## src/rtl/sha_pkg.sv

```systemverilog
// Package with SHA-256 constants, types and round functions.
package sha_pkg;

	typedef logic [31:0] word_t;

	typedef enum logic [3:0] {
		ST_IDLE,
		ST_PAD_ONE,
		ST_PAD_ZERO,
		ST_PAD_LEN,
		ST_LOAD,
		ST_ROUND,
		ST_ADD,
		ST_EMIT,
		ST_RESUME
	} state_t;

	function automatic word_t init_hash(input logic [2:0] i);
		word_t r;
		unique case (i)
			3'd0: r = 32'h6a09e667;
			3'd1: r = 32'hbb67ae85;
			3'd2: r = 32'h3c6ef372;
			3'd3: r = 32'ha54ff53a;
			3'd4: r = 32'h510e527f;
			3'd5: r = 32'h9b05688c;
			3'd6: r = 32'h1f83d9ab;
			default: r = 32'h5be0cd19;
		endcase
		return r;
	endfunction

	function automatic word_t round_k(input logic [5:0] i);
		word_t k [64];
		k = '{
			32'h428a2f98, 32'h71374491, 32'hb5c0fbcf, 32'he9b5dba5,
			32'h3956c25b, 32'h59f111f1, 32'h923f82a4, 32'hab1c5ed5,
			32'hd807aa98, 32'h12835b01, 32'h243185be, 32'h550c7dc3,
			32'h72be5d74, 32'h80deb1fe, 32'h9bdc06a7, 32'hc19bf174,
			32'he49b69c1, 32'hefbe4786, 32'h0fc19dc6, 32'h240ca1cc,
			32'h2de92c6f, 32'h4a7484aa, 32'h5cb0a9dc, 32'h76f988da,
			32'h983e5152, 32'ha831c66d, 32'hb00327c8, 32'hbf597fc7,
			32'hc6e00bf3, 32'hd5a79147, 32'h06ca6351, 32'h14292967,
			32'h27b70a85, 32'h2e1b2138, 32'h4d2c6dfc, 32'h53380d13,
			32'h650a7354, 32'h766a0abb, 32'h81c2c92e, 32'h92722c85,
			32'ha2bfe8a1, 32'ha81a664b, 32'hc24b8b70, 32'hc76c51a3,
			32'hd192e819, 32'hd6990624, 32'hf40e3585, 32'h106aa070,
			32'h19a4c116, 32'h1e376c08, 32'h2748774c, 32'h34b0bcb5,
			32'h391c0cb3, 32'h4ed8aa4a, 32'h5b9cca4f, 32'h682e6ff3,
			32'h748f82ee, 32'h78a5636f, 32'h84c87814, 32'h8cc70208,
			32'h90befffa, 32'ha4506ceb, 32'hbef9a3f7, 32'hc67178f2};
		return k[i];
	endfunction

	function automatic word_t ror(input word_t x, input int unsigned n);
		return (x >> n) | (x << (32 - n));
	endfunction

	function automatic word_t ssig0(input word_t x);
		return ror(x, 7) ^ ror(x, 18) ^ (x >> 3);
	endfunction

	function automatic word_t ssig1(input word_t x);
		return ror(x, 17) ^ ror(x, 19) ^ (x >> 10);
	endfunction

	function automatic word_t bsig0(input word_t x);
		return ror(x, 2) ^ ror(x, 13) ^ ror(x, 22);
	endfunction

	function automatic word_t bsig1(input word_t x);
		return ror(x, 6) ^ ror(x, 11) ^ ror(x, 25);
	endfunction

	// Request from the controller to the compression core.
	typedef struct packed {
		logic start;
	} core_req_t;

	typedef struct packed {
		logic busy;
	} core_sts_t;

endpackage

```

## src/rtl/sha_stream_if.sv

```systemverilog
// Valid/ready stream interfaces for the hash engine.
interface sha_in_if;
	logic valid;
	logic ready;
	logic [7:0] msg_byte;
	logic byte_present;
	logic end_of_message;
	modport source (output valid, msg_byte, byte_present, end_of_message, input ready);
	modport sink (input valid, msg_byte, byte_present, end_of_message, output ready);
endinterface

interface sha_out_if;
	logic valid;
	logic ready;
	logic [31:0] digest_word;
	logic [2:0] word_index;
	logic last_word;
	modport source (output valid, digest_word, word_index, last_word, input ready);
	modport sink (input valid, digest_word, word_index, last_word, output ready);
endinterface

```

## src/rtl/sha_core.sv

```systemverilog
// Compression core: block bytes and chaining words in memories, one round a cycle.
module sha_core (
	input  logic                clk,
	input  logic                arst_n,
	input  logic                wr_en,
	input  logic [5:0]          wr_addr,
	input  logic [7:0]          wr_data,
	input  sha_pkg::core_req_t  req,
	output sha_pkg::core_sts_t  sts,
	input  logic [2:0]          chain_addr,
	input  logic                chain_init,
	output sha_pkg::word_t      chain_data
);
	typedef enum logic [2:0] {
		C_IDLE, C_LOAD, C_ROUND, C_ADD, C_INIT
	} cstate_t;

	logic [7:0]     blk_mem [64];
	sha_pkg::word_t chain_mem [8];

	cstate_t          cst_q;
	logic [6:0]       cnt_q;
	logic [5:0]       rd_addr;
	logic [7:0]       blk_rd_q;
	sha_pkg::word_t   chain_rd_q;
	sha_pkg::word_t   w_q [16];
	sha_pkg::word_t   a_q, b_q, c_q, d_q, e_q, f_q, g_q, h_q;
	sha_pkg::word_t   wt, t1, t2, wnew;
	logic [2:0]       cidx;
	logic             chain_we;
	sha_pkg::word_t   chain_wd;
	logic [2:0]       chain_wa;

	// Byte memory: writes from the front end, reads by the loader.
	assign rd_addr = cnt_q[5:0];
	always_ff @(posedge clk) begin
		if (wr_en) begin
			blk_mem[wr_addr] <= wr_data;
		end
		blk_rd_q <= blk_mem[rd_addr];
	end

	always_comb begin
		if (cst_q == C_ADD) begin
			cidx = cnt_q[2:0];
		end else if (cst_q == C_LOAD) begin
			cidx = cnt_q[2:0];
		end else begin
			cidx = chain_addr;
		end
	end

	always_ff @(posedge clk) begin
		if (chain_we) begin
			chain_mem[chain_wa] <= chain_wd;
		end
		chain_rd_q <= chain_mem[cidx];
	end

	assign wnew = sha_pkg::ssig1(w_q[14]) + w_q[9] + sha_pkg::ssig0(w_q[1]) + w_q[0];
	assign wt = w_q[0];
	assign t1 = h_q + sha_pkg::bsig1(e_q) + ((e_q & f_q) ^ (~e_q & g_q))
		+ sha_pkg::round_k(cnt_q[5:0]) + wt;
	assign t2 = sha_pkg::bsig0(a_q) + ((a_q & b_q) ^ (a_q & c_q) ^ (b_q & c_q));

	// Chain writes: initial values, or the sum of the working word and the old word.
	always_comb begin
		chain_we = 1'b0;
		chain_wa = cnt_q[2:0];
		chain_wd = chain_rd_q + a_q;
		if (cst_q == C_INIT) begin
			chain_we = 1'b1;
			chain_wd = sha_pkg::init_hash(cnt_q[2:0]);
		end else if (cst_q == C_ADD && cnt_q != 7'd0) begin
			chain_we = 1'b1;
			chain_wa = cnt_q[2:0] - 3'd1;
		end
	end

	assign chain_data = chain_rd_q;
	assign sts.busy = (cst_q != C_IDLE);

	always_ff @(posedge clk or negedge arst_n) begin
		if (!arst_n) begin
			cst_q <= C_INIT;
			cnt_q <= '0;
		end else begin
			unique case (cst_q)
				C_INIT: begin
					if (cnt_q == 7'd7) begin
						cst_q <= C_IDLE;
						cnt_q <= '0;
					end else begin
						cnt_q <= cnt_q + 7'd1;
					end
				end
				C_IDLE: begin
					cnt_q <= '0;
					if (chain_init) begin
						cst_q <= C_INIT;
					end else if (req.start) begin
						cst_q <= C_LOAD;
					end
				end
				C_LOAD: begin
					// Byte read is registered behind the address; 64 reads, then a drain step for the last byte.
					if (cnt_q == 7'd64) begin
						cst_q <= C_ROUND;
						cnt_q <= '0;
					end else begin
						cnt_q <= cnt_q + 7'd1;
					end
				end
				C_ROUND: begin
					if (cnt_q == 7'd63) begin
						cst_q <= C_ADD;
						cnt_q <= '0;
					end else begin
						cnt_q <= cnt_q + 7'd1;
					end
				end
				default: begin
					if (cnt_q == 7'd8) begin
						cst_q <= C_IDLE;
						cnt_q <= '0;
					end else begin
						cnt_q <= cnt_q + 7'd1;
					end
				end
			endcase
		end
	end

	always_ff @(posedge clk) begin
		if (cst_q == C_LOAD) begin
			if (cnt_q != 7'd0) begin
				// A word is complete in w_q[15] after every fourth byte; it moves
				// down as the first byte of the next word arrives.
				if (cnt_q[1:0] == 2'd1) begin
					for (int i = 0; i < 15; i++) begin
						w_q[i] <= w_q[i + 1];
					end
				end
				w_q[15] <= {w_q[15][23:0], blk_rd_q};
			end
			// Working words come from the chain memory during the first reads.
			if (cnt_q >= 7'd1 && cnt_q <= 7'd8) begin
				h_q <= chain_rd_q;
				g_q <= h_q;
				f_q <= g_q;
				e_q <= f_q;
				d_q <= e_q;
				c_q <= d_q;
				b_q <= c_q;
				a_q <= b_q;
			end
		end else if (cst_q == C_ROUND) begin
			for (int i = 0; i < 15; i++) begin
				w_q[i] <= w_q[i + 1];
			end
			w_q[15] <= wnew;
			h_q <= g_q;
			g_q <= f_q;
			f_q <= e_q;
			e_q <= d_q + t1;
			d_q <= c_q;
			c_q <= b_q;
			b_q <= a_q;
			a_q <= t1 + t2;
		end else if (cst_q == C_ADD && cnt_q != 7'd0) begin
			// Rotate so a_q holds the working word for the next write.
			a_q <= b_q;
			b_q <= c_q;
			c_q <= d_q;
			d_q <= e_q;
			e_q <= f_q;
			f_q <= g_q;
			g_q <= h_q;
		end
	end
endmodule

```

## src/rtl/sha256_hash_engine.sv

```systemverilog
// SHA-256 engine top level: byte intake, padding sequencer and digest output.
// Usage:
// The input channel takes one transaction per message byte; byte_present
// marks whether msg_byte is used and end_of_message closes the message.
// Bytes go into a 64-entry byte memory. When a block fills, the engine
// stops taking input and runs the compression core: it loads the message
// schedule, runs 64 rounds at one per cycle and folds the result into the
// chaining memory; between blocks bytes are taken at up to one per cycle.
// An end transaction writes the padding one byte per cycle while no
// compression runs (up to 72 bytes, with a second compression when the
// length no longer fits), then presents the eight digest words on the
// output channel, word 0 first, last_word on word 7; a word is read from
// the chaining memory only once the word before it has been taken.
// Each word waits in the output register while the receiver stalls, and
// no input is taken until all eight have gone; the chaining memory is then
// reloaded with the initial values. After reset the chaining memory is
// loaded with them before the first input is taken.
module sha256_hash_engine (
	input logic clk,
	input logic arst_n,
	sha_in_if.sink   in_ch,
	sha_out_if.source out_ch
);
	sha_pkg::state_t st_q, st_d;
	logic [63:0]     len_q;
	logic [63:0]     total_q;
	logic [2:0]      idx_q;
	logic            wr_en;
	logic [7:0]      wr_data;
	logic [5:0]      pos;
	sha_pkg::core_req_t req;
	sha_pkg::core_sts_t sts;
	logic            rd_chain;
	logic            chain_init;
	logic            accept;
	logic            out_v_q;
	logic [31:0]     out_w_q;
	logic            rd_pend_q;
	logic            fold_q;

	assign pos = len_q[8:3];
	assign accept = in_ch.valid && in_ch.ready;

	sha_core u_core (
		.clk, .arst_n, .wr_en, .wr_addr(pos), .wr_data, .req, .sts,
		.chain_addr(idx_q), .chain_init, .chain_data(out_w_q)
	);

	assign in_ch.ready = (st_q == sha_pkg::ST_IDLE) && !sts.busy;

	always_comb begin
		st_d = st_q;
		wr_en = 1'b0;
		wr_data = in_ch.msg_byte;
		req.start = 1'b0;
		rd_chain = 1'b0;
		chain_init = 1'b0;
		unique case (st_q)
			sha_pkg::ST_IDLE: begin
				if (accept) begin
					wr_en = in_ch.byte_present;
					if (in_ch.byte_present && pos == 6'd63) begin
						req.start = 1'b1;
						st_d = in_ch.end_of_message ? sha_pkg::ST_LOAD : sha_pkg::ST_RESUME;
					end else if (in_ch.end_of_message) begin
						st_d = sha_pkg::ST_PAD_ONE;
					end
				end
			end
			sha_pkg::ST_LOAD: begin
				// Wait for a full-block compression before padding.
				if (!sts.busy) begin
					st_d = sha_pkg::ST_PAD_ONE;
				end
			end
			sha_pkg::ST_PAD_ONE: begin
				wr_en = 1'b1;
				wr_data = 8'h80;
				if (pos == 6'd63) begin
					req.start = 1'b1;
					st_d = sha_pkg::ST_ROUND;
				end else begin
					st_d = (pos == 6'd55) ? sha_pkg::ST_PAD_LEN : sha_pkg::ST_PAD_ZERO;
				end
			end
			sha_pkg::ST_ROUND: begin
				if (!sts.busy) begin
					st_d = (pos == 6'd56) ? sha_pkg::ST_PAD_LEN : sha_pkg::ST_PAD_ZERO;
				end
			end
			sha_pkg::ST_PAD_ZERO: begin
				wr_en = 1'b1;
				wr_data = 8'h00;
				if (pos == 6'd63) begin
					req.start = 1'b1;
					st_d = sha_pkg::ST_ROUND;
				end else if (pos == 6'd55) begin
					st_d = sha_pkg::ST_PAD_LEN;
				end
			end
			sha_pkg::ST_PAD_LEN: begin
				wr_en = 1'b1;
				wr_data = total_q[8'd63 - {2'b00, pos[2:0], 3'b000} -: 8];
				if (pos == 6'd63) begin
					req.start = 1'b1;
					st_d = sha_pkg::ST_ADD;
				end
			end
			sha_pkg::ST_ADD: begin
				if (!sts.busy && !req.start && !fold_q) begin
					st_d = sha_pkg::ST_EMIT;
					rd_chain = 1'b1;
				end
			end
			sha_pkg::ST_EMIT: begin
				if (out_ch.ready && out_v_q && idx_q == 3'd7) begin
					chain_init = 1'b1;
					st_d = sha_pkg::ST_RESUME;
				end
			end
			default: begin
				if (!sts.busy && !fold_q) begin
					st_d = sha_pkg::ST_IDLE;
				end
			end
		endcase
	end

	always_ff @(posedge clk or negedge arst_n) begin
		if (!arst_n) begin
			st_q <= sha_pkg::ST_RESUME;
			len_q <= '0;
			total_q <= '0;
			idx_q <= '0;
			out_v_q <= 1'b0;
			rd_pend_q <= 1'b0;
			fold_q <= 1'b0;
		end else begin
			st_q <= st_d;
			fold_q <= req.start;
			rd_pend_q <= rd_chain || (out_v_q && out_ch.ready && idx_q != 3'd7);
			if (wr_en) begin
				len_q <= len_q + 64'd8;
			end
			if (st_q == sha_pkg::ST_IDLE && accept && in_ch.end_of_message) begin
				total_q <= len_q + (in_ch.byte_present ? 64'd8 : 64'd0);
			end
			if (rd_chain) begin
				idx_q <= '0;
			end
			if (rd_pend_q) begin
				out_v_q <= 1'b1;
			end
			if (out_v_q && out_ch.ready) begin
				out_v_q <= 1'b0;
				if (idx_q != 3'd7) begin
					idx_q <= idx_q + 3'd1;
				end else begin
					idx_q <= '0;
					len_q <= '0;
				end
			end
		end
	end

	// The chain memory read address is idx_q; the word appears in the next cycle.
	assign out_ch.valid = out_v_q;
	assign out_ch.digest_word = out_w_q;
	assign out_ch.word_index = idx_q;
	assign out_ch.last_word = (idx_q == 3'd7);

	a_no_accept_emit: assert property (@(posedge clk) disable iff (!arst_n)
		out_v_q |-> !in_ch.ready)
		else $error("input taken while digest pending");
	a_no_core_overlap: assert property (@(posedge clk) disable iff (!arst_n)
		sts.busy |-> !wr_en)
		else $error("byte written during compression");
	a_word_order: assert property (@(posedge clk) disable iff (!arst_n)
		(out_v_q && out_ch.ready && idx_q != 3'd7) |=> ##1 (idx_q == $past(idx_q, 2) + 3'd1))
		else $error("digest word order broken");
endmodule

```

## src/flat_wrapper.sv

```systemverilog
// flat-port wrapper written by rule: the top's interface ports become plain ports
module sha256_hash_engine_flat 
  (clk, arst_n, in_ch_valid, in_ch_msg_byte, in_ch_byte_present, in_ch_end_of_message, in_ch_ready, out_ch_valid, out_ch_digest_word, out_ch_word_index, out_ch_last_word, out_ch_ready);
  sha_in_if in_ch_i ();
  sha_out_if out_ch_i ();
  input logic clk;
  input logic arst_n;
  input wire logic [$bits(in_ch_i.valid)-1:0] in_ch_valid;
  input wire logic [$bits(in_ch_i.msg_byte)-1:0] in_ch_msg_byte;
  input wire logic [$bits(in_ch_i.byte_present)-1:0] in_ch_byte_present;
  input wire logic [$bits(in_ch_i.end_of_message)-1:0] in_ch_end_of_message;
  output wire logic [$bits(in_ch_i.ready)-1:0] in_ch_ready;
  output wire logic [$bits(out_ch_i.valid)-1:0] out_ch_valid;
  output wire logic [$bits(out_ch_i.digest_word)-1:0] out_ch_digest_word;
  output wire logic [$bits(out_ch_i.word_index)-1:0] out_ch_word_index;
  output wire logic [$bits(out_ch_i.last_word)-1:0] out_ch_last_word;
  input wire logic [$bits(out_ch_i.ready)-1:0] out_ch_ready;
  assign in_ch_i.valid = in_ch_valid;
  assign in_ch_i.msg_byte = in_ch_msg_byte;
  assign in_ch_i.byte_present = in_ch_byte_present;
  assign in_ch_i.end_of_message = in_ch_end_of_message;
  assign in_ch_ready = in_ch_i.ready;
  assign out_ch_valid = out_ch_i.valid;
  assign out_ch_digest_word = out_ch_i.digest_word;
  assign out_ch_word_index = out_ch_i.word_index;
  assign out_ch_last_word = out_ch_i.last_word;
  assign out_ch_i.ready = out_ch_ready;
  sha256_hash_engine u_core (.clk(clk), .arst_n(arst_n), .in_ch(in_ch_i), .out_ch(out_ch_i));
endmodule
```

## config.mk

```make
export PLATFORM = sky130hd
export DESIGN_NAME = sha256_hash_engine_flat
export DESIGN_NICKNAME = d
export VERILOG_FILES = /design/src/rtl/sha_pkg.sv /design/src/rtl/sha_stream_if.sv /design/src/rtl/sha_core.sv /design/src/rtl/sha256_hash_engine.sv /design/src/flat_wrapper.sv
export SDC_FILE = /design/constraint.sdc
export NUM_CORES = 2
export LEC_CHECK = 0
export ABC_AREA = 1
export BUFFER_PORTS_ARGS = -buffer_cell sky130_fd_sc_hd__clkbuf_2
export CAP_MARGIN = 40
export CORE_MARGIN = 1.5
export CORE_UTILIZATION = 65
export DETAILED_ROUTE_END_ITERATION = 12
export HOLD_SLACK_MARGIN = 0.08
export PLACE_DENSITY_LB_ADDON = 0.1
export REMOVE_ABC_BUFFERS = 1
export SETUP_SLACK_MARGIN = 0.05
export SYNTH_ARGS = -nofsm -noshare
export SYNTH_HDL_FRONTEND = slang
export SYNTH_SLANG_ARGS = --single-unit
```

## constraint.sdc

```tcl
create_clock -name clk -period 80.5 [get_ports clk]
set_clock_uncertainty 0.15 [all_clocks]
set_input_delay 0 -clock clk [delete_from_list [all_inputs] [get_ports clk]]
set_output_delay 0 -clock clk [all_outputs]
set_load 0.1 [all_outputs]
```

==> flow_metrics.tcl <==
set metrics [dict create \
    ys_ff_latch 1718 \
    r2r_slack_ns 71.41 \
    seq_area_frac_synth_pct 59.5 \
    grt_overflow 0 \
    drc_errors 1 \
    r2r-start "u_core.u_core.cnt_q[0]" \
    drtIter0Drc 9602 \
    drt_wl_total_mm 273 \
    worst_ep_required_time_ns 80.76 \
    syn_to_final_growth_pct 9.60 \
    finalSetupTns_ns 0 \
    synth.avg_cell_area_um2 10.9 \
    synth_ff_type "edfxtp_1" \
    ys_top_cells_by_count "edfxtp_1, nand2_1, inv_1, o21ai_0, nor2_1" \
    fin_cells 9718 \
    io_pins 52 \
    grt_use_total_pct 41.1 \
    grt_start_max_net_pins 93 \
    crit_path_end_kind "register" \
    grt_pass1_wl_mm 396 \
    htreeDepth 4 \
    first_global_vias 61020 \
    routabilityCongestion 1.04 \
    crit_slowest_cell "dfrtp_4" \
    path_delay_family "simple AND/OR/NAND/NOR gates" \
    outcome "complete, but fails checks" \
    synth_edf_count 1536 \
    cp-start-kind "register" \
    cpMostUsedCell "nand2_1" \
    postCtsSetupBuffers 0 \
    maxSlewHeadroom_pct 26.9 \
    register_area_um2 50500 \
    die_w_um 364 \
    post_cts_resized 0 \
    synth_area_um2 84900 \
    rsz0062_at_grt "false" \
    hold_violations 0 \
    dieHeight_um 364 \
    ant_nets 0 \
    nets 8228 \
    synth.yosys.warnings 0 \
    dp.cells 9375 \
    antenna_found_initial 13 \
    row_count 132 \
    clk_latency_ns 0.82 \
    worst_pin_slew_ns 1.10 \
    worstPathArrival_ns 9.35 \
    nFillCells 8817 \
    path_max_fanout 40 \
    clk_pin_slew_ns 0.07 \
    fmax_mhz 110 \
    cpPeakStageDelay_ns 0.77 \
    cts_buffers 170 \
    dpl.hpwl_mm 184 \
    yosysUniqueCellTypes 74 \
    synth_most_common_cell "edfxtp_1" \
    cts_sinks 1718 \
    multiInputGateArea_um2 30100 \
    synth_largest_area_cell "edfxtp_1" \
    cp-startpoint "u_core.u_core.cnt_q[0]" \
    dr.pass1.iters 13 \
    start_util_pct 65.5 \
    async_flop_share_pct 8.27 \
    cts-root-buf "clkbuf_16" \
    route.vias.total 63160 \
    hold_class "in2async" \
    violations "design-rule violations" \
    path_class "reg2reg" \
    clockBufferDepth 3 \
    crit_buf_inv 3 \
    period_share_pct 11.3 \
    port-buffer-count 51 \
    worst-r2r-cell-count 30 \
    cts_tree "yes" \
    period_minus_slack_ns 9.09 \
    routed_via_density 6.50 \
    wl_per_cell_um 28.1 \
    synth_area_leaders "edfxtp_1, nand2_1, fa_1" \
    drive_gt1_share_pct 7.58 \
    cap_violations 0 \
    drv_slew 0 \
    synth_top_area_share_pct 54.3 \
    setup_viol_count_final 0 \
    dieArea_um2 133000 \
    synthCells 7789 \
    r2r_end "u_core.u_core.e_q[27]" \
    core_um2 129000 \
    cts_hold_buf 21 \
]
==> worst reg2reg max path: cells and delay by family, from the launching register on <==
family                   cells  cell delay (ns)
AND/OR/NAND/NOR             16             3.51
adder cells (fa/ha/maj)      5             2.03
AO/OA/AOI/OAI                5             1.15
flip-flops                   1             0.77
buffers and inverters        3             0.72
XOR/XNOR                     1             0.34
==> final cells by class <==
class / instances / share of cell area, %
Clock inverter: 72 / 0.880
Antenna cell: 10 / 0.0269
Multi-Input combinational cell: 4901 / 32.3
Sequential cell: 1718 / 54.3
Clock buffer: 234 / 4.98
Tap cell: 1742 / 2.34
Inverter: 855 / 3.46
Timing Repair Buffer: 186 / 1.68
==> logic make-up (layout without fill, tap and decap cells) <==
group                    count (synthesis)  after routing  synth area share (%)
flip-flops                            1718           1718                  59.5
XOR/XNOR                               405            405                  4.18
other                                    0             10                     0
AO/OA/AOI/OAI                         1547           1547                  10.5
AND/OR/NAND/NOR                       2534           2534                  12.8
adder cells (fa/ha/maj)                383            383                  7.32
buffers and inverters                 1170           1347                  5.26
multiplexers                            32             32                 0.425
==> metal layers <==
layer / wire (um) / vias up / GRT usage, %
met2: 123000 / 4608 / 62.8
met3: 31800 / 1071 / 10.2
met1: 98100 / 30330 / 53.1
li1: - / 27139 / -
met4: 20000 / 12 / 25.7
met5: 230 / - / 0.944
==> worst max-delay path by stage <==
stage / end / slack, ns / cells past startpoint
after floorplan: u_core.u_core.w_q[0][0] / 38.85 / 9
after global placement: u_core.u_core.a_q[30] / 71.66 / 30
after detailed placement: u_core.u_core.a_q[30] / 71.73 / 30
after CTS: u_core.u_core.a_q[30] / 71.68 / 30
after global routing: u_core.u_core.e_q[27] / 71.08 / 30
final: u_core.u_core.e_q[27] / 71.41 / 30
==> placed cells by master, fill, tap and decap left out, types with 28 or more instances in the layout <==
cell type / instances
a21oi_1: 277
a22oi_1: 136
a31oi_1: 152
buf_4: 85
clkbuf_1: 52
clkbuf_16: 172
clkbuf_2: 51
dfrtp_1: 137
dfxtp_1: 40
edfxtp_1: 1536
fa_1: 189
ha_1: 193
inv_1: 812
inv_2: 33
mux2_2: 32
nand2_1: 1263
nand3_1: 327
nand4_1: 86
nor2_1: 595
nor3_1: 89
nor4_1: 40
o21ai_0: 688
o21bai_1: 43
o22ai_1: 74
or2_2: 28
xnor2_1: 178
xor2_1: 227
==> through the flow <==
stage	setup slack [ns]	utilization (%)	hold slack (ns)	instance area, um2
6_report	71.41	71.8	0.168	93000
5_1_grt	71.08	71.8	0.181	93000
4_1_cts	71.68	71.8	0.127	93000
3_5_place_dp	71.73	67.4	-0.0370	87300
3_3_place_gp	71.66	67.1	-0.0288	86800
2_1_floorplan	38.85	-	-0.446	83600
==> sequential cells by signal, summed over array words and instances (netlist names), 61 cells and up <==
| signal | flops |
|---|---|
| u_core.len_q | 61 |
| u_core.total_q | 61 |
| u_core.u_core.blk_mem | 512 |
| u_core.u_core.chain_mem | 256 |
| u_core.u_core.w_q | 512 |
Power is not shown: default switching activity piles up to over one toggle a cycle in this logic, so the estimate is an artifact.
